### src/design/assert_macros.svh
// assertion helpers for the pid position/velocity controller
// clocked on clk, disabled while rst_n is low
`ifndef ASSERT_MACROS_SVH
`define ASSERT_MACROS_SVH

// property checked at every rising edge outside reset
`define ASSERT_CLK(label, prop, msg) \
  label: assert property (@(posedge clk) disable iff (!rst_n) prop) else $error(msg);

// property checked at every rising edge, reset included
`define ASSERT_CLK_ALWAYS(label, prop, msg) \
  label: assert property (@(posedge clk) prop) else $error(msg);

`endif

### src/design/pidc_pkg.sv
// shared types, constants and register map of the pid position/velocity controller
// no dependencies
package pidc_pkg;

  localparam int DATA_W        = 32;
  localparam int REG_W         = 32;
  localparam int LIM_W         = 31;
  localparam int FRAC_BITS_DEF = 16;
  localparam int MUL_CHUNK     = 16;
  localparam int ADDR_W        = 5;

  typedef enum logic [2:0] {
    REG_GAIN_P,
    REG_GAIN_I,
    REG_GAIN_D,
    REG_SAMPLE_PERIOD,
    REG_INTEGRAL_LIMIT,
    REG_OUTPUT_LIMIT,
    REG_PD_SCALE,
    REG_DRIVE_SCALE
  } reg_idx_t;

  typedef struct packed {
    logic signed [DATA_W-1:0] pos_target;
    logic signed [DATA_W-1:0] pos_measured;
    logic signed [DATA_W-1:0] vel_target;
    logic signed [DATA_W-1:0] vel_measured;
  } in_item_t;

  typedef struct packed {
    logic signed [DATA_W-1:0] drive_command;
    logic signed [DATA_W-1:0] position_error;
  } out_item_t;

  typedef struct packed {
    logic signed [REG_W-1:0] gain_p;
    logic signed [REG_W-1:0] gain_i;
    logic signed [REG_W-1:0] gain_d;
    logic        [LIM_W-1:0] sample_period;
    logic        [LIM_W-1:0] integral_limit;
    logic        [LIM_W-1:0] output_limit;
    logic signed [REG_W-1:0] pd_scale;
    logic signed [REG_W-1:0] drive_scale;
  } cfg_t;

  localparam cfg_t CFG_RESET = '{
    gain_p:         REG_W'(0),
    gain_i:         REG_W'(0),
    gain_d:         REG_W'(0),
    sample_period:  LIM_W'(65536),
    integral_limit: LIM_W'(65536000),
    output_limit:   LIM_W'(6553600),
    pd_scale:       REG_W'(65536),
    drive_scale:    REG_W'(65536)
  };

  typedef enum logic [3:0] {
    ST_IDLE,
    ST_PREP,
    ST_W_INT,
    ST_M_P,
    ST_W_P,
    ST_M_I,
    ST_W_I,
    ST_W_DIV,
    ST_M_D,
    ST_W_D,
    ST_M_PD,
    ST_W_PD,
    ST_M_DRV,
    ST_W_DRV,
    ST_OUT
  } ctrl_state_t;

  // multiplier operand pairs
  typedef enum logic [2:0] {
    MS_INT,
    MS_P,
    MS_I,
    MS_D,
    MS_PD,
    MS_DRV
  } mul_sel_t;

  // where a finished product goes
  typedef enum logic [2:0] {
    CAP_INT,
    CAP_P,
    CAP_I,
    CAP_D,
    CAP_PD,
    CAP_DRV
  } cap_sel_t;

  typedef struct packed {
    logic     load_in;
    logic     start_div;
    logic     start_mul;
    mul_sel_t mul_sel;
    logic     cap_en;
    cap_sel_t cap_sel;
    logic     commit;
  } dp_cmd_t;

  typedef struct packed {
    logic mul_done;
    logic div_busy;
  } dp_status_t;

endpackage

### src/design/pidc_mul.sv
// sequential fixed point multiplier: wide signed operand times register operand,
// one 16-bit chunk per clock, floor shift by FRAC_BITS and saturation; uses pidc_pkg
module pidc_mul #(
  parameter int FRAC_BITS = pidc_pkg::FRAC_BITS_DEF
) (
  input  logic                                           clk,
  input  logic                                           rst_n,
  input  logic                                           start,
  input  logic signed [pidc_pkg::DATA_W+FRAC_BITS-1:0]   op_a,
  input  logic signed [pidc_pkg::REG_W-1:0]              op_b,
  output logic                                           done,
  output logic signed [pidc_pkg::DATA_W+FRAC_BITS-1:0]   product
);
  import pidc_pkg::*;

  localparam int WIDE_W = DATA_W + FRAC_BITS;
  localparam int NCH    = (WIDE_W + MUL_CHUNK - 1) / MUL_CHUNK;
  localparam int EXT_W  = NCH * MUL_CHUNK;
  localparam int PROD_W = EXT_W + REG_W;
  localparam int SHR_W  = PROD_W - FRAC_BITS;
  localparam int PP_W   = MUL_CHUNK + 1 + REG_W;
  localparam int CNT_W  = $clog2(NCH);

  logic        [EXT_W-1:0]     a_r;
  logic signed [REG_W-1:0]     b_r;
  logic signed [PROD_W-1:0]    acc_r;
  logic        [CNT_W-1:0]     cnt_r;
  logic                        busy_r;
  logic                        first_r;
  logic                        fin_r;
  logic                        done_r;
  logic signed [WIDE_W-1:0]    prod_r;

  logic        [MUL_CHUNK-1:0] chunk;
  logic signed [MUL_CHUNK:0]   chunk_s;
  logic signed [PP_W-1:0]      pp;
  logic signed [PROD_W-1:0]    acc_nxt;
  logic        [SHR_W-1:0]     shr;
  logic                        ovf;
  logic signed [WIDE_W-1:0]    sat;

  // top chunk carries the sign, the rest are plain magnitudes
  assign chunk   = a_r[EXT_W-1 -: MUL_CHUNK];
  assign chunk_s = $signed({first_r & chunk[MUL_CHUNK-1], chunk});
  assign pp      = chunk_s * b_r;
  assign acc_nxt = (acc_r <<< MUL_CHUNK) + PROD_W'(pp);

  assign shr = SHR_W'(acc_r >>> FRAC_BITS);
  assign ovf = (shr[SHR_W-1:WIDE_W-1] != {(SHR_W-WIDE_W+1){shr[SHR_W-1]}});
  assign sat = ovf ? $signed({shr[SHR_W-1], {(WIDE_W-1){~shr[SHR_W-1]}}})
                   : $signed(shr[WIDE_W-1:0]);

  always_ff @(posedge clk) begin
    if (!rst_n) begin
      busy_r <= 1'b0;
      fin_r  <= 1'b0;
      done_r <= 1'b0;
    end else begin
      if (start) begin
        busy_r <= 1'b1;
      end else if (busy_r && cnt_r == '0) begin
        busy_r <= 1'b0;
      end
      fin_r  <= busy_r && cnt_r == '0;
      done_r <= fin_r;
    end
  end

  always_ff @(posedge clk) begin
    if (start) begin
      a_r     <= EXT_W'(op_a);
      b_r     <= op_b;
      acc_r   <= '0;
      cnt_r   <= CNT_W'(NCH - 1);
      first_r <= 1'b1;
    end else if (busy_r) begin
      a_r     <= a_r << MUL_CHUNK;
      acc_r   <= acc_nxt;
      cnt_r   <= cnt_r - 1'b1;
      first_r <= 1'b0;
    end
    if (fin_r) begin
      prod_r <= sat;
    end
  end

  assign done    = done_r;
  assign product = prod_r;

endmodule

### src/design/pidc_div.sv
// restoring divider for the derivative term: (diff << FRAC_BITS) / sample_period,
// one quotient bit per clock, truncated toward zero and saturated; uses pidc_pkg
module pidc_div #(
  parameter int FRAC_BITS = pidc_pkg::FRAC_BITS_DEF
) (
  input  logic                                          clk,
  input  logic                                          rst_n,
  input  logic                                          start,
  input  logic signed [pidc_pkg::DATA_W:0]              diff,
  input  logic        [pidc_pkg::LIM_W-1:0]             divisor,
  output logic                                          busy,
  output logic signed [pidc_pkg::DATA_W+FRAC_BITS-1:0]  quotient
);
  import pidc_pkg::*;

  localparam int WIDE_W = DATA_W + FRAC_BITS;
  localparam int MAG_W  = DATA_W + 1;
  localparam int N_W    = MAG_W + FRAC_BITS;
  localparam int CNT_W  = $clog2(N_W + 1);

  logic        [N_W-1:0]    num_r;
  logic        [LIM_W-1:0]  rem_r;
  logic        [LIM_W-1:0]  div_r;
  logic        [CNT_W-1:0]  cnt_r;
  logic                     neg_r;
  logic                     zero_r;
  logic                     busy_r;
  logic                     fin_r;
  logic signed [WIDE_W-1:0] quo_r;

  logic        [MAG_W-1:0]  mag;
  logic        [LIM_W:0]    trial;
  logic                     fits;
  logic        [N_W-1:0]    q;
  logic                     pos_ovf;
  logic                     neg_ovf;
  logic signed [WIDE_W-1:0] sat;

  assign mag   = diff[DATA_W] ? MAG_W'(-diff) : MAG_W'(diff);
  assign trial = {rem_r, num_r[N_W-1]};
  assign fits  = trial >= {1'b0, div_r};

  // zero difference gives zero even when the period is zero
  assign q       = zero_r ? '0 : num_r;
  assign pos_ovf = |q[N_W-1:WIDE_W-1];
  assign neg_ovf = pos_ovf && (q != (N_W'(1) << (WIDE_W - 1)));

  always_comb begin
    if (neg_r) begin
      sat = neg_ovf ? $signed({1'b1, {(WIDE_W-1){1'b0}}}) : $signed(WIDE_W'(-q));
    end else begin
      sat = pos_ovf ? $signed({1'b0, {(WIDE_W-1){1'b1}}}) : $signed(q[WIDE_W-1:0]);
    end
  end

  always_ff @(posedge clk) begin
    if (!rst_n) begin
      busy_r <= 1'b0;
      fin_r  <= 1'b0;
    end else begin
      if (start) begin
        busy_r <= 1'b1;
      end else if (busy_r && cnt_r == CNT_W'(1)) begin
        busy_r <= 1'b0;
      end
      fin_r <= busy_r && cnt_r == CNT_W'(1);
    end
  end

  always_ff @(posedge clk) begin
    if (start) begin
      num_r  <= {mag, {FRAC_BITS{1'b0}}};
      rem_r  <= '0;
      div_r  <= divisor;
      cnt_r  <= CNT_W'(N_W);
      neg_r  <= diff[DATA_W];
      zero_r <= diff == '0;
    end else if (busy_r) begin
      // quotient bits shift in behind the numerator
      rem_r <= fits ? LIM_W'(trial - {1'b0, div_r}) : LIM_W'(trial);
      num_r <= {num_r[N_W-2:0], fits};
      cnt_r <= cnt_r - 1'b1;
    end
    if (fin_r) begin
      quo_r <= sat;
    end
  end

  assign busy     = busy_r | fin_r;
  assign quotient = quo_r;

endmodule

### src/design/pidc_dp.sv
// datapath: error terms, integral state, shared multiplier and divider, result register
// uses pidc_pkg, pidc_mul and pidc_div
module pidc_dp #(
  parameter int FRAC_BITS = pidc_pkg::FRAC_BITS_DEF
) (
  input  logic                  clk,
  input  logic                  rst_n,
  input  pidc_pkg::dp_cmd_t     cmd,
  output pidc_pkg::dp_status_t  sts,
  input  pidc_pkg::in_item_t    in_data,
  input  pidc_pkg::cfg_t        cfg,
  output pidc_pkg::out_item_t   out_data
);
  import pidc_pkg::*;

  localparam int WIDE_W = DATA_W + FRAC_BITS;

  logic signed [DATA_W-1:0] pe_r;
  logic signed [DATA_W-1:0] ve_r;
  logic signed [DATA_W-1:0] prev_pe_r;
  logic signed [DATA_W-1:0] prev_ve_r;
  logic signed [REG_W-1:0]  isum_r;
  logic signed [REG_W-1:0]  isum_new_r;
  logic signed [WIDE_W-1:0] pterm_r;
  logic signed [WIDE_W-1:0] iterm_r;
  logic signed [WIDE_W-1:0] pd_r;
  logic signed [WIDE_W-1:0] drv_r;
  logic signed [DATA_W-1:0] drive_r;
  out_item_t                out_r;

  logic signed [DATA_W:0]   pos_diff;
  logic signed [DATA_W:0]   vel_diff;
  logic signed [DATA_W:0]   avg_sum;
  logic signed [DATA_W-1:0] avg;
  logic signed [DATA_W:0]   err_diff;
  logic signed [WIDE_W-1:0] mul_a;
  logic signed [REG_W-1:0]  mul_b;
  logic                     mul_done;
  logic signed [WIDE_W-1:0] mul_prod;
  logic                     div_busy;
  logic signed [WIDE_W-1:0] deriv;
  logic signed [WIDE_W:0]   isum_sum;
  logic signed [WIDE_W:0]   ilim_w;
  logic signed [REG_W-1:0]  isum_clamp;
  logic signed [WIDE_W-1:0] olim_w;
  logic signed [DATA_W-1:0] drive_clamp;

  function automatic logic signed [DATA_W-1:0] sat_data(input logic signed [DATA_W:0] v);
    if (v[DATA_W] != v[DATA_W-1]) begin
      return {v[DATA_W], {(DATA_W-1){~v[DATA_W]}}};
    end
    return v[DATA_W-1:0];
  endfunction

  function automatic logic signed [WIDE_W-1:0] sat_wide(input logic signed [WIDE_W:0] v);
    if (v[WIDE_W] != v[WIDE_W-1]) begin
      return {v[WIDE_W], {(WIDE_W-1){~v[WIDE_W]}}};
    end
    return v[WIDE_W-1:0];
  endfunction

  assign pos_diff = (DATA_W+1)'(in_data.pos_target) - (DATA_W+1)'(in_data.pos_measured);
  assign vel_diff = (DATA_W+1)'(in_data.vel_target) - (DATA_W+1)'(in_data.vel_measured);

  // trapezoid average, floor of half the sum
  assign avg_sum  = (DATA_W+1)'(prev_pe_r) + (DATA_W+1)'(pe_r);
  assign avg      = avg_sum[DATA_W:1];
  assign err_diff = (DATA_W+1)'(ve_r) - (DATA_W+1)'(prev_ve_r);

  always_comb begin
    case (cmd.mul_sel)
      MS_INT: begin
        mul_a = WIDE_W'(avg);
        mul_b = $signed({1'b0, cfg.sample_period});
      end
      MS_P: begin
        mul_a = WIDE_W'(pe_r);
        mul_b = cfg.gain_p;
      end
      MS_I: begin
        mul_a = WIDE_W'(isum_new_r);
        mul_b = cfg.gain_i;
      end
      MS_D: begin
        mul_a = deriv;
        mul_b = cfg.gain_d;
      end
      MS_PD: begin
        mul_a = pd_r;
        mul_b = cfg.pd_scale;
      end
      MS_DRV: begin
        mul_a = drv_r;
        mul_b = cfg.drive_scale;
      end
      default: begin
        mul_a = '0;
        mul_b = '0;
      end
    endcase
  end

  pidc_mul #(.FRAC_BITS(FRAC_BITS)) u_mul (
    .clk     (clk),
    .rst_n   (rst_n),
    .start   (cmd.start_mul),
    .op_a    (mul_a),
    .op_b    (mul_b),
    .done    (mul_done),
    .product (mul_prod)
  );

  pidc_div #(.FRAC_BITS(FRAC_BITS)) u_div (
    .clk      (clk),
    .rst_n    (rst_n),
    .start    (cmd.start_div),
    .diff     (err_diff),
    .divisor  (cfg.sample_period),
    .busy     (div_busy),
    .quotient (deriv)
  );

  // anti-windup clamp of the integral
  assign isum_sum = (WIDE_W+1)'(isum_r) + (WIDE_W+1)'(mul_prod);
  assign ilim_w   = $signed((WIDE_W+1)'(cfg.integral_limit));

  always_comb begin
    if (isum_sum > ilim_w) begin
      isum_clamp = REG_W'(ilim_w);
    end else if (isum_sum < -ilim_w) begin
      isum_clamp = REG_W'(-ilim_w);
    end else begin
      isum_clamp = REG_W'(isum_sum);
    end
  end

  assign olim_w = $signed(WIDE_W'(cfg.output_limit));

  always_comb begin
    if (mul_prod > olim_w) begin
      drive_clamp = DATA_W'(olim_w);
    end else if (mul_prod < -olim_w) begin
      drive_clamp = DATA_W'(-olim_w);
    end else begin
      drive_clamp = DATA_W'(mul_prod);
    end
  end

  always_ff @(posedge clk) begin
    if (!rst_n) begin
      isum_r    <= '0;
      prev_pe_r <= '0;
      prev_ve_r <= '0;
    end else if (cmd.commit) begin
      isum_r    <= isum_new_r;
      prev_pe_r <= pe_r;
      prev_ve_r <= ve_r;
    end
  end

  always_ff @(posedge clk) begin
    if (cmd.load_in) begin
      pe_r <= sat_data(pos_diff);
      ve_r <= sat_data(vel_diff);
    end
    if (cmd.cap_en) begin
      case (cmd.cap_sel)
        CAP_INT: isum_new_r <= isum_clamp;
        CAP_P:   pterm_r    <= mul_prod;
        CAP_I:   iterm_r    <= mul_prod;
        CAP_D:   pd_r       <= sat_wide((WIDE_W+1)'(pterm_r) + (WIDE_W+1)'(mul_prod));
        CAP_PD:  drv_r      <= sat_wide((WIDE_W+1)'(mul_prod) + (WIDE_W+1)'(iterm_r));
        CAP_DRV: drive_r    <= drive_clamp;
        default: ;
      endcase
    end
    if (cmd.commit) begin
      out_r.drive_command  <= drive_r;
      out_r.position_error <= pe_r;
    end
  end

  assign sts.mul_done = mul_done;
  assign sts.div_busy = div_busy;
  assign out_data     = out_r;

endmodule

### src/design/pidc_ctrl.sv
// controller: sequences the multiplies and the divide for one beat, owns the handshakes
// uses pidc_pkg
module pidc_ctrl (
  input  logic                  clk,
  input  logic                  rst_n,
  input  logic                  in_valid,
  output logic                  in_ready,
  output logic                  out_valid,
  input  logic                  out_ready,
  input  pidc_pkg::dp_status_t  sts,
  output pidc_pkg::dp_cmd_t     cmd
);
  import pidc_pkg::*;

  ctrl_state_t state_r;
  ctrl_state_t state_nxt;
  logic        out_valid_r;
  logic        out_valid_nxt;
  logic        out_free;

  assign out_free = !out_valid_r || out_ready;

  always_comb begin
    state_nxt = state_r;
    case (state_r)
      ST_IDLE:  if (in_valid) state_nxt = ST_PREP;
      ST_PREP:  state_nxt = ST_W_INT;
      ST_W_INT: if (sts.mul_done) state_nxt = ST_M_P;
      ST_M_P:   state_nxt = ST_W_P;
      ST_W_P:   if (sts.mul_done) state_nxt = ST_M_I;
      ST_M_I:   state_nxt = ST_W_I;
      ST_W_I:   if (sts.mul_done) state_nxt = ST_W_DIV;
      ST_W_DIV: if (!sts.div_busy) state_nxt = ST_M_D;
      ST_M_D:   state_nxt = ST_W_D;
      ST_W_D:   if (sts.mul_done) state_nxt = ST_M_PD;
      ST_M_PD:  state_nxt = ST_W_PD;
      ST_W_PD:  if (sts.mul_done) state_nxt = ST_M_DRV;
      ST_M_DRV: state_nxt = ST_W_DRV;
      ST_W_DRV: if (sts.mul_done) state_nxt = ST_OUT;
      ST_OUT:   if (out_free) state_nxt = ST_IDLE;
      default:  state_nxt = ST_IDLE;
    endcase
  end

  always_comb begin
    cmd           = '0;
    cmd.mul_sel   = MS_INT;
    cmd.cap_sel   = CAP_INT;
    in_ready      = 1'b0;
    case (state_r)
      ST_IDLE: begin
        in_ready    = 1'b1;
        cmd.load_in = in_valid;
      end
      ST_PREP: begin
        // divide runs alongside the integral, P and I products
        cmd.start_div = 1'b1;
        cmd.start_mul = 1'b1;
        cmd.mul_sel   = MS_INT;
      end
      ST_W_INT: begin
        cmd.cap_en  = sts.mul_done;
        cmd.cap_sel = CAP_INT;
      end
      ST_M_P: begin
        cmd.start_mul = 1'b1;
        cmd.mul_sel   = MS_P;
      end
      ST_W_P: begin
        cmd.cap_en  = sts.mul_done;
        cmd.cap_sel = CAP_P;
      end
      ST_M_I: begin
        cmd.start_mul = 1'b1;
        cmd.mul_sel   = MS_I;
      end
      ST_W_I: begin
        cmd.cap_en  = sts.mul_done;
        cmd.cap_sel = CAP_I;
      end
      ST_W_DIV: ;
      ST_M_D: begin
        cmd.start_mul = 1'b1;
        cmd.mul_sel   = MS_D;
      end
      ST_W_D: begin
        cmd.cap_en  = sts.mul_done;
        cmd.cap_sel = CAP_D;
      end
      ST_M_PD: begin
        cmd.start_mul = 1'b1;
        cmd.mul_sel   = MS_PD;
      end
      ST_W_PD: begin
        cmd.cap_en  = sts.mul_done;
        cmd.cap_sel = CAP_PD;
      end
      ST_M_DRV: begin
        cmd.start_mul = 1'b1;
        cmd.mul_sel   = MS_DRV;
      end
      ST_W_DRV: begin
        cmd.cap_en  = sts.mul_done;
        cmd.cap_sel = CAP_DRV;
      end
      ST_OUT: begin
        cmd.commit = out_free;
      end
      default: ;
    endcase
  end

  assign out_valid_nxt = cmd.commit | (out_valid_r & ~out_ready);

  always_ff @(posedge clk) begin
    if (!rst_n) begin
      state_r     <= ST_IDLE;
      out_valid_r <= 1'b0;
    end else begin
      state_r     <= state_nxt;
      out_valid_r <= out_valid_nxt;
    end
  end

  assign out_valid = out_valid_r;

endmodule

### src/design/pid_position_velocity_controller.sv
// top level: apb register file, controller and datapath of the pid controller
// uses pidc_pkg, pidc_ctrl, pidc_dp and assert_macros.svh
//
// PID position/velocity controller with integral anti-windup, signed Q16.16 in and out.
// Each input beat (target and measured position and velocity) gives one result beat:
// the drive command, clamped to plus or minus output_limit, and the saturated position
// error. Beats are handled one at a time. The bit-serial derivative divider forms
// a quotient of N = 33 + FRAC_BITS bits, one bit per clock, and the shared multiplier
// takes its 32+FRAC_BITS wide operand in 16-bit chunks. The integral, P and I
// products run on the shared multiplier while the divider works; the D, filter and
// output products follow it. A new beat can be taken while the previous result
// still waits on out_ready. Registers sit at byte address 4*i in the order gain_p,
// gain_i, gain_d, sample_period, integral_limit, output_limit, pd_scale, drive_scale.
// The user must write them only while the block is idle; the block does not enforce it.
`include "assert_macros.svh"

module pid_position_velocity_controller #(
  parameter int FRAC_BITS = pidc_pkg::FRAC_BITS_DEF
) (
  input  logic                          clk,
  input  logic                          rst_n,
  input  logic                          in_valid,
  output logic                          in_ready,
  input  pidc_pkg::in_item_t            in_data,
  output logic                          out_valid,
  input  logic                          out_ready,
  output pidc_pkg::out_item_t           out_data,
  input  logic                          psel,
  input  logic                          penable,
  input  logic                          pwrite,
  input  logic [pidc_pkg::ADDR_W-1:0]   paddr,
  input  logic [pidc_pkg::REG_W-1:0]    pwdata,
  output logic [pidc_pkg::REG_W-1:0]    prdata,
  output logic                          pready
);
  import pidc_pkg::*;

  cfg_t       cfg_r;
  cfg_t       cfg_nxt;
  reg_idx_t   reg_idx;
  logic       wr_en;
  dp_cmd_t    cmd;
  dp_status_t sts;

  assign pready  = 1'b1;
  assign reg_idx = reg_idx_t'(paddr[ADDR_W-1:2]);
  assign wr_en   = psel && penable && pwrite && pready;

  always_comb begin
    cfg_nxt = cfg_r;
    if (wr_en) begin
      case (reg_idx)
        REG_GAIN_P:         cfg_nxt.gain_p         = $signed(pwdata);
        REG_GAIN_I:         cfg_nxt.gain_i         = $signed(pwdata);
        REG_GAIN_D:         cfg_nxt.gain_d         = $signed(pwdata);
        REG_SAMPLE_PERIOD:  cfg_nxt.sample_period  = pwdata[LIM_W-1:0];
        REG_INTEGRAL_LIMIT: cfg_nxt.integral_limit = pwdata[LIM_W-1:0];
        REG_OUTPUT_LIMIT:   cfg_nxt.output_limit   = pwdata[LIM_W-1:0];
        REG_PD_SCALE:       cfg_nxt.pd_scale       = $signed(pwdata);
        REG_DRIVE_SCALE:    cfg_nxt.drive_scale    = $signed(pwdata);
        default: ;
      endcase
    end
  end

  always_comb begin
    case (reg_idx)
      REG_GAIN_P:         prdata = cfg_r.gain_p;
      REG_GAIN_I:         prdata = cfg_r.gain_i;
      REG_GAIN_D:         prdata = cfg_r.gain_d;
      REG_SAMPLE_PERIOD:  prdata = {1'b0, cfg_r.sample_period};
      REG_INTEGRAL_LIMIT: prdata = {1'b0, cfg_r.integral_limit};
      REG_OUTPUT_LIMIT:   prdata = {1'b0, cfg_r.output_limit};
      REG_PD_SCALE:       prdata = cfg_r.pd_scale;
      REG_DRIVE_SCALE:    prdata = cfg_r.drive_scale;
      default:            prdata = '0;
    endcase
  end

  always_ff @(posedge clk) begin
    if (!rst_n) begin
      cfg_r <= CFG_RESET;
    end else begin
      cfg_r <= cfg_nxt;
    end
  end

  pidc_ctrl u_ctrl (
    .clk       (clk),
    .rst_n     (rst_n),
    .in_valid  (in_valid),
    .in_ready  (in_ready),
    .out_valid (out_valid),
    .out_ready (out_ready),
    .sts       (sts),
    .cmd       (cmd)
  );

  pidc_dp #(.FRAC_BITS(FRAC_BITS)) u_dp (
    .clk      (clk),
    .rst_n    (rst_n),
    .cmd      (cmd),
    .sts      (sts),
    .in_data  (in_data),
    .cfg      (cfg_r),
    .out_data (out_data)
  );

  // one beat in flight at a time
  `ASSERT_CLK(a_single_beat, (in_valid && in_ready) |=> !in_ready, "beat accepted while busy")
  // a result never overwrites one that has not been taken
  `ASSERT_CLK(a_no_overwrite, cmd.commit |-> (!out_valid || out_ready), "result overwritten")
  `ASSERT_CLK(a_commit_shows, cmd.commit |=> out_valid, "committed result not presented")
  // divider is idle whenever a new divide is launched
  `ASSERT_CLK(a_div_idle, cmd.start_div |-> !sts.div_busy, "divide started while busy")

endmodule
### config.mk
export PLATFORM = sky130hd
export DESIGN_NAME = pid_position_velocity_controller
export DESIGN_NICKNAME = d
export VERILOG_FILES = /design/src/design/pidc_pkg.sv /design/src/design/pidc_mul.sv /design/src/design/pidc_div.sv /design/src/design/pidc_dp.sv /design/src/design/pidc_ctrl.sv /design/src/design/pid_position_velocity_controller.sv
export VERILOG_INCLUDE_DIRS = /design/src /design/src/design
export SDC_FILE = /design/constraint.sdc
export NUM_CORES = 2
export LEC_CHECK = 0
export ABC_CLOCK_PERIOD_IN_PS = 8710
export CORE_ASPECT_RATIO = 1.5
export CORE_MARGIN = 4
export CORE_UTILIZATION = 35
export DETAILED_ROUTE_END_ITERATION = 8
export DONT_BUFFER_PORTS = 1
export GPL_ROUTABILITY_DRIVEN = 0
export PLACE_DENSITY = 0.5
export SLEW_MARGIN = 0
export SYNTH_ARGS = -nofsm -noshare
export SYNTH_HDL_FRONTEND = slang
export SYNTH_HIERARCHICAL = 1
export SYNTH_SLANG_ARGS = --single-unit
### constraint.sdc
create_clock -name clk -period 8.71 [get_ports clk]
set_input_delay 1.742 -clock clk [delete_from_list [all_inputs] [get_ports clk]]
set_output_delay 1.742 -clock clk [all_outputs]
set_load 0.01 [all_outputs]
Word-level counts from Yosys, hierarchy flattened
Index checks and enable logic that the tools add are counted.
{ "word_totals": {"register_bits": 1121, "inputBits": 172, "output_inout_bits": 99, "elab_cells": 211} }
{ "op_classes": {"n_reduce_logical": 33, "eq_ne": 47, "n_addsub": 15, "muxes": 56, "bitwise_logic": 10, "mul": 1, "n_lt_le_gt_ge": 5} }
{ "ops": {"columns": ["op", "count"], "rows": [
  ["$mux W48", 10],
  ["$pmux W48 S6", 1],
  ["$pmux W32 S8", 1],
  ["$mux W32", 6],
  ["$pmux W32 S6", 1],
  ["$mux W49", 3],
  ["$sub A32 B32 Y33", 3],
  ["$add A48 B48 Y49", 2],
  ["$mux W31", 3],
  ["$add A80 B49 Y80", 1],
  ["$pmux W4 S15", 1],
  ["$add A32 B48 Y49", 1],
  ["$gt A49 B32 Y1", 1],
  ["$lt A49 B49 Y1", 1],
  ["$mul A17 B32 Y49", 1],
  ["$ne A49 B48 Y1 const B", 1],
  ["$neg A31 Y49", 1],
  ["$gt A48 B32 Y1", 1],
  ["$lt A48 B48 Y1", 1],
  ["$neg A31 Y48", 1],
  ["$neg A48 Y48", 1],
  ["$pmux W4 S6", 2],
  ["$mux W4", 9],
  ["$add A32 B32 Y33", 1],
  ["33 further kinds", 113]
]} }

Longest topological paths before layout
{ "logic_depth": {"word_depth": 6, "mapped_depth": 28, "ltp_nobuf": 26} }

By module
The synthesis kept the hierarchy.
{ "by_module_without_submodules": {"columns": ["mod", "seq_area_each_um2", "instances", "cells_each", "area_per_inst_um2"], "rows": [
  ["pidc_dp", 13452.9, 1, 4265, 39990.9],
  ["pidc_mul", 5565.3, 1, 3765, 35172.5],
  ["pid_position_velocity_controller", 5064.9, 1, 1458, 11903.9],
  ["pidc_div", 4524.3, 1, 1180, 10483.8],
  ["pidc_ctrl", 100.1, 1, 66, 506.7]
]} }

Worst setup path after synthesis
Ideal clock, no wire load.
{ "synth_timing": {"path_kind": "register to register", "start": "reg u_dp.u_mul.b_r[31]", "end": "reg u_dp.u_mul.acc_r[79]", "path_stages_with_launch": 25, "n_path_buf": 1, "t_arrival_ps": 8126, "required_time_ps": 8631, "slack_ps": 505, "setup_ps": 79, "synth_period_minus_slack_ps": 8205, "path_cell_list": "edfxtp_1 > clkbuf_1 > nand2_1 > inv_1 > fa_1 > inv_1 > fa_1 > inv_1 > ha_1 > fa_1 > fa_1 > inv_1 > fa_1 > inv_1 > ha_1 > a21o_1 > a21o_1 > a21oi_1 > o221a_1 > o31ai_1 > nand3_1 > a2111oi_2 > nor2_1 > or4_1 > o211ai_1"} }
{ "synth_between": {"elab_chain_len": 2} }
{ "synth_lines": {"columns": ["element", "line_no", "source"], "rows": [
  ["start: declaration", "pidc_mul.sv:25", "logic signed [REG_W-1:0] b_r;"],
  ["start signal: assignment", "pidc_mul.sv:72", "b_r <= op_b;"],
  ["$mul A17 B32 Y49", "pidc_mul.sv:45", "assign pp = chunk_s * b_r;"],
  ["$add A80 B49 Y80", "pidc_mul.sv:46", "assign acc_nxt = (acc_r <<< MUL_CHUNK) + PROD_W'(pp);"],
  ["end signal: assignment", "pidc_mul.sv:78", "acc_r <= acc_nxt;"],
  ["end: declaration", "pidc_mul.sv:26", "logic signed [PROD_W-1:0] acc_r;"]
]} }
Every way passes these cells.
A chain may end at the register's enable or synchronous reset.

Final worst setup path
{ "layout_timing": {"start": "reg u_dp.u_mul.prod_r[10] (netlist: u_dp/u_mul/product[10])", "end": "reg u_dp.isum_new_r[24] (data pin)"} }
{ "layout_between": {"elab_chain_len": 4, "elab_cells_between_ends": 5, "classes_between": "add/sub: 1; order compare: 2; mux: 2"} }
{ "layout_lines": {"columns": ["element", "line_no", "source"], "rows": [
  ["start: declaration", "pidc_mul.sv:32", "logic signed [WIDE_W-1:0] prod_r;"],
  ["start signal: assignment", "pidc_mul.sv:83", "prod_r <= sat;"],
  ["$add A32 B48 Y49 (*)", "pidc_dp.sv:124", "assign isum_sum = (WIDE_W+1)'(isum_r) + (WIDE_W+1)'(mul_prod);"],
  ["$lt A49 B49 Y1", "pidc_dp.sv:130", "end else if (isum_sum < -ilim_w) begin"],
  ["$mux W32", "pidc_dp.sv:130", null],
  ["$mux W31 (*)", "pidc_dp.sv:128", "if (isum_sum > ilim_w) begin"],
  ["net u_dp.isum_clamp[24]", "pidc_dp.sv:44", "logic signed [REG_W-1:0] isum_clamp;"],
  ["end signal: assignment", "pidc_dp.sv:168", "CAP_INT: isum_new_r <= isum_clamp;"],
  ["end: declaration", "pidc_dp.sv:23", "logic signed [REG_W-1:0] isum_new_r;"]
]} }
The timed path passes the listed nets; every way through them passes the cells marked *.

==> flow_metrics.tcl <==
set metrics [dict create \
    outcome "complete, no violations" \
    nets 12070 \
    finish.utilization_pct 38.16 \
    finalHoldViolations 0 \
    dieHeight_um 656.3 \
    core.rowCount 237 \
    layout-drive-gt1-share_pct 6.926 \
    critical_path.endpoint_type "register" \
    boundaryPins 271 \
    drt.antenna.violating_nets 0 \
    drt-vias-per-instance 5.468 \
    grt_first_pass_wirelength_mm 521.3 \
    grt_overflow 0 \
    dpl.cell_count 14083 \
    root_buffer "clkbuf_16" \
    hpwl_mm 272.5 \
    totalWireLength_mm 355.2 \
    worst_path_largest_cell_delay_ns 1.00 \
    total_grt_usage_pct 24.08 \
    die_area_um2 288900 \
    actual_transition_at_the_worst_max_transition_pin_ns 1.300 \
    post-route-drc-count 0 \
    unique_masters_post_synth 132 \
    pin_count_of_the_biggest_net_entering_global_routing 361 \
    rsz0062_at_grt "false" \
    synth_sequential_area_ratio_pct 29.28 \
    timing.max_cap.violations 0 \
    clock_tree.buffer_depth 3 \
    cp_data_arrival_time_ns 8.35 \
    routedWlPerCell_um 24.82 \
    worst_setup_hold_path_clk_slew_ns 0.07 \
    core_um2 278400 \
    synth.avg_cell_area_um2 9.135 \
    cts-htree-levels 3 \
    worst_hold_slack_ns 0.4154 \
    min-delay-path-class "register to register" \
    mapped_cell_area_um2 98060 \
    synthFlopType "edfxtp_1" \
    minimum_clock_period_after_layout_ns 7.826 \
    synth.largest_area_cell "edfxtp_1" \
    report.final.setup_viol 0 \
    worstPathRequired_ns 9.23 \
    post_cts_resize_count 0 \
    finalNonFillerCells 14312 \
    num_vias 78263 \
    number_of_synthesized_flops_with_an_enable_pin 626 \
    synth-async-reset-ratio_pct 0 \
    fmax_mhz 127.8 \
    yosys_warnings 6 \
    start_kind "register" \
    width_of_the_die_um 440.2 \
    clock-sinks 1121 \
    postSynthCellCount 10734 \
    drtIter0Drc 5363 \
    timing.critical_path.cells "ha_1, and2_1, a221o_1, or3b_4, nand4_1, nand4_1, o311ai_0, o21ai_0, mux2i_1, ha_1, nand4_1, nor3_1, nand4_1, or4_1, o41a_1, a21oi_2, mux2i_4, inv_4, o21a_1, a21oi_1" \
    synth.top_cells.by_area "edfxtp_1 19%, fa_1 15%, dfxtp_1 10%" \
    timing.critical_path.mode_cell "nand4_1" \
    place.port_buffers 0 \
    finalSetupTns_ns 0 \
    cp_slowest_cell "edfxtp_1" \
    area_delta_synth_final_pct 8.350 \
    dr.pass1.iters 7 \
    finalCritPeriodShare_pct 89.85 \
    post_cts_hold_buffer_count 0 \
    cts_inserted_buffers 115 \
    clock_skew_ns 0.06639 \
    path_max_fanout 23 \
    slew_headroom_pct 12.22 \
    initial_utilization_pct 35.22 \
    clock_latency_ns 0.81 \
    grt_antenna_before_repair 13 \
    ys_seq_elements 1121 \
    tritoncts_clock_tree "yes" \
    postSynthNetCount 12308 \
    post-cts-setup-buffers 0 \
    class_of_the_most_critical_setup_path "register to register" \
    first_global_vias 80207 \
    drv_slew 0 \
    synth_top_cell_area_share_pct 19.17 \
]
==> worst paths after layout <==
kind                                        startpoint                   to  slack [ns]  cells past startpoint
worst min register to register        u_dp/drive_r[29]    u_dp/out_data[61]        0.42                      0
worst min-delay path                  u_dp/drive_r[29]    u_dp/out_data[61]        0.42                      0
worst max register to register  u_dp/u_mul/product[10]  u_dp/isum_new_r[24]        0.88                     20
worst max-delay path            u_dp/u_mul/product[10]  u_dp/isum_new_r[24]        0.88                     20
==> logic make-up (layout without fill, tap and decap cells) <==
kind of cell / Yosys count / in the layout / share of synthesized area (%)
AND/OR/NAND/NOR: 2984 / 2984 / 14.50
flip-flops: 1121 / 1121 / 29.28
XOR/XNOR: 412 / 412 / 3.688
adder cells (fa/ha/maj): 1437 / 1437 / 23.85
other: 1 / 11 / 0.003824
AO/OA/AOI/OAI: 2430 / 2430 / 16.78
buffers and inverters: 1982 / 1846 / 7.910
multiplexers: 367 / 367 / 3.990
==> metrics by stage <==
stage	area (µm²)	worst slack [ns]
global placement	102100	1.059
global route	106200	0.4520
CTS	106200	0.9383
detailed placement	102100	0.9839
finish	106200	0.8844
floorplan	98060	0.5047
==> per-layer routing <==
| layer | wire length, µm | track usage [%] |
|---|---|---|
| met5 | 81 | 0 |
| met4 | 34730 | 19.18 |
| met3 | 20150 | 3.881 |
| met2 | 172700 | 41.74 |
| met1 | 127500 | 25.86 |
==> state kept, by name, indices dropped and copies added, names as in the netlist, 48 cells and up <==
| register | count |
|---|---|
| cfg_r | 253 |
| u_dp/u_mul/acc_r | 80 |
| u_dp/out_data | 64 |
| u_dp/u_div/num_r | 49 |
| u_dp/drv_r | 48 |
| u_dp/iterm_r | 48 |
| u_dp/pd_r | 48 |
| u_dp/pterm_r | 48 |
| u_dp/u_div/quotient | 48 |
| u_dp/u_mul/a_r | 48 |
| u_dp/u_mul/product | 48 |
==> cells in the final DEF (no fill, tap or decap), types with 112 or more instances in the layout <==
| master | instances |
|---|---|
| nand4_1 | 112 |
| nor2_1 | 545 |
| o21ai_0 | 468 |
| buf_4 | 210 |
| nor3_1 | 113 |
| fa_1 | 731 |
| nand2_1 | 1234 |
| a22oi_1 | 114 |
| edfxtp_1 | 626 |
| dfxtp_1 | 491 |
| xnor2_1 | 261 |
| a21o_1 | 221 |
| clkbuf_16 | 118 |
| xor2_1 | 150 |
| nor2b_1 | 175 |
| a21oi_1 | 569 |
| ha_1 | 670 |
| inv_1 | 1409 |
| a21boi_1 | 230 |
| mux2i_1 | 242 |
| and2_1 | 231 |
| nand3_1 | 155 |
==> layout make-up <==
cell class / instances / area (µm²)
fill: 27938 / 172200
multi-input combinational: 7631 / 61800
sequential: 1121 / 28720
inverter: 1414 / 5310
tap: 3704 / 4634
clock buffer: 148 / 3216
timing repair buffer: 213 / 1637
clock inverter: 71 / 904.6
antenna: 10 / 25.02
==> critical path: cells and delay by family, from the launching register on <==
kind | cells | cell delay (ns)
flops | 1 | 1.00
buf+inv | 1 | 0.30
compound gates | 7 | 2.19
simple gates | 8 | 2.32
fa+ha+maj | 2 | 0.72
mux | 2 | 1.03
==> synthesized netlist by cell type (106+ instances only) <==
cell,number
inv_1,1410
nand2_1,1236
fa_1,732
ha_1,670
edfxtp_1,626
a21oi_1,571
nor2_1,557
dfxtp_1,495
o21ai_0,469
clkbuf_1,387
xnor2_1,261
mux2i_1,242
and2_1,234
a21boi_1,230
a21o_1,221
nor2b_1,181
nand3_1,155
xor2_1,150
buf_2,124
nor3_1,116
a22oi_1,114
nand4_1,112
nand2b_1,106
Power is left out: the tool's default activity adds up to more than one toggle a clock period on the data nets, which glitch-free logic cannot reach.
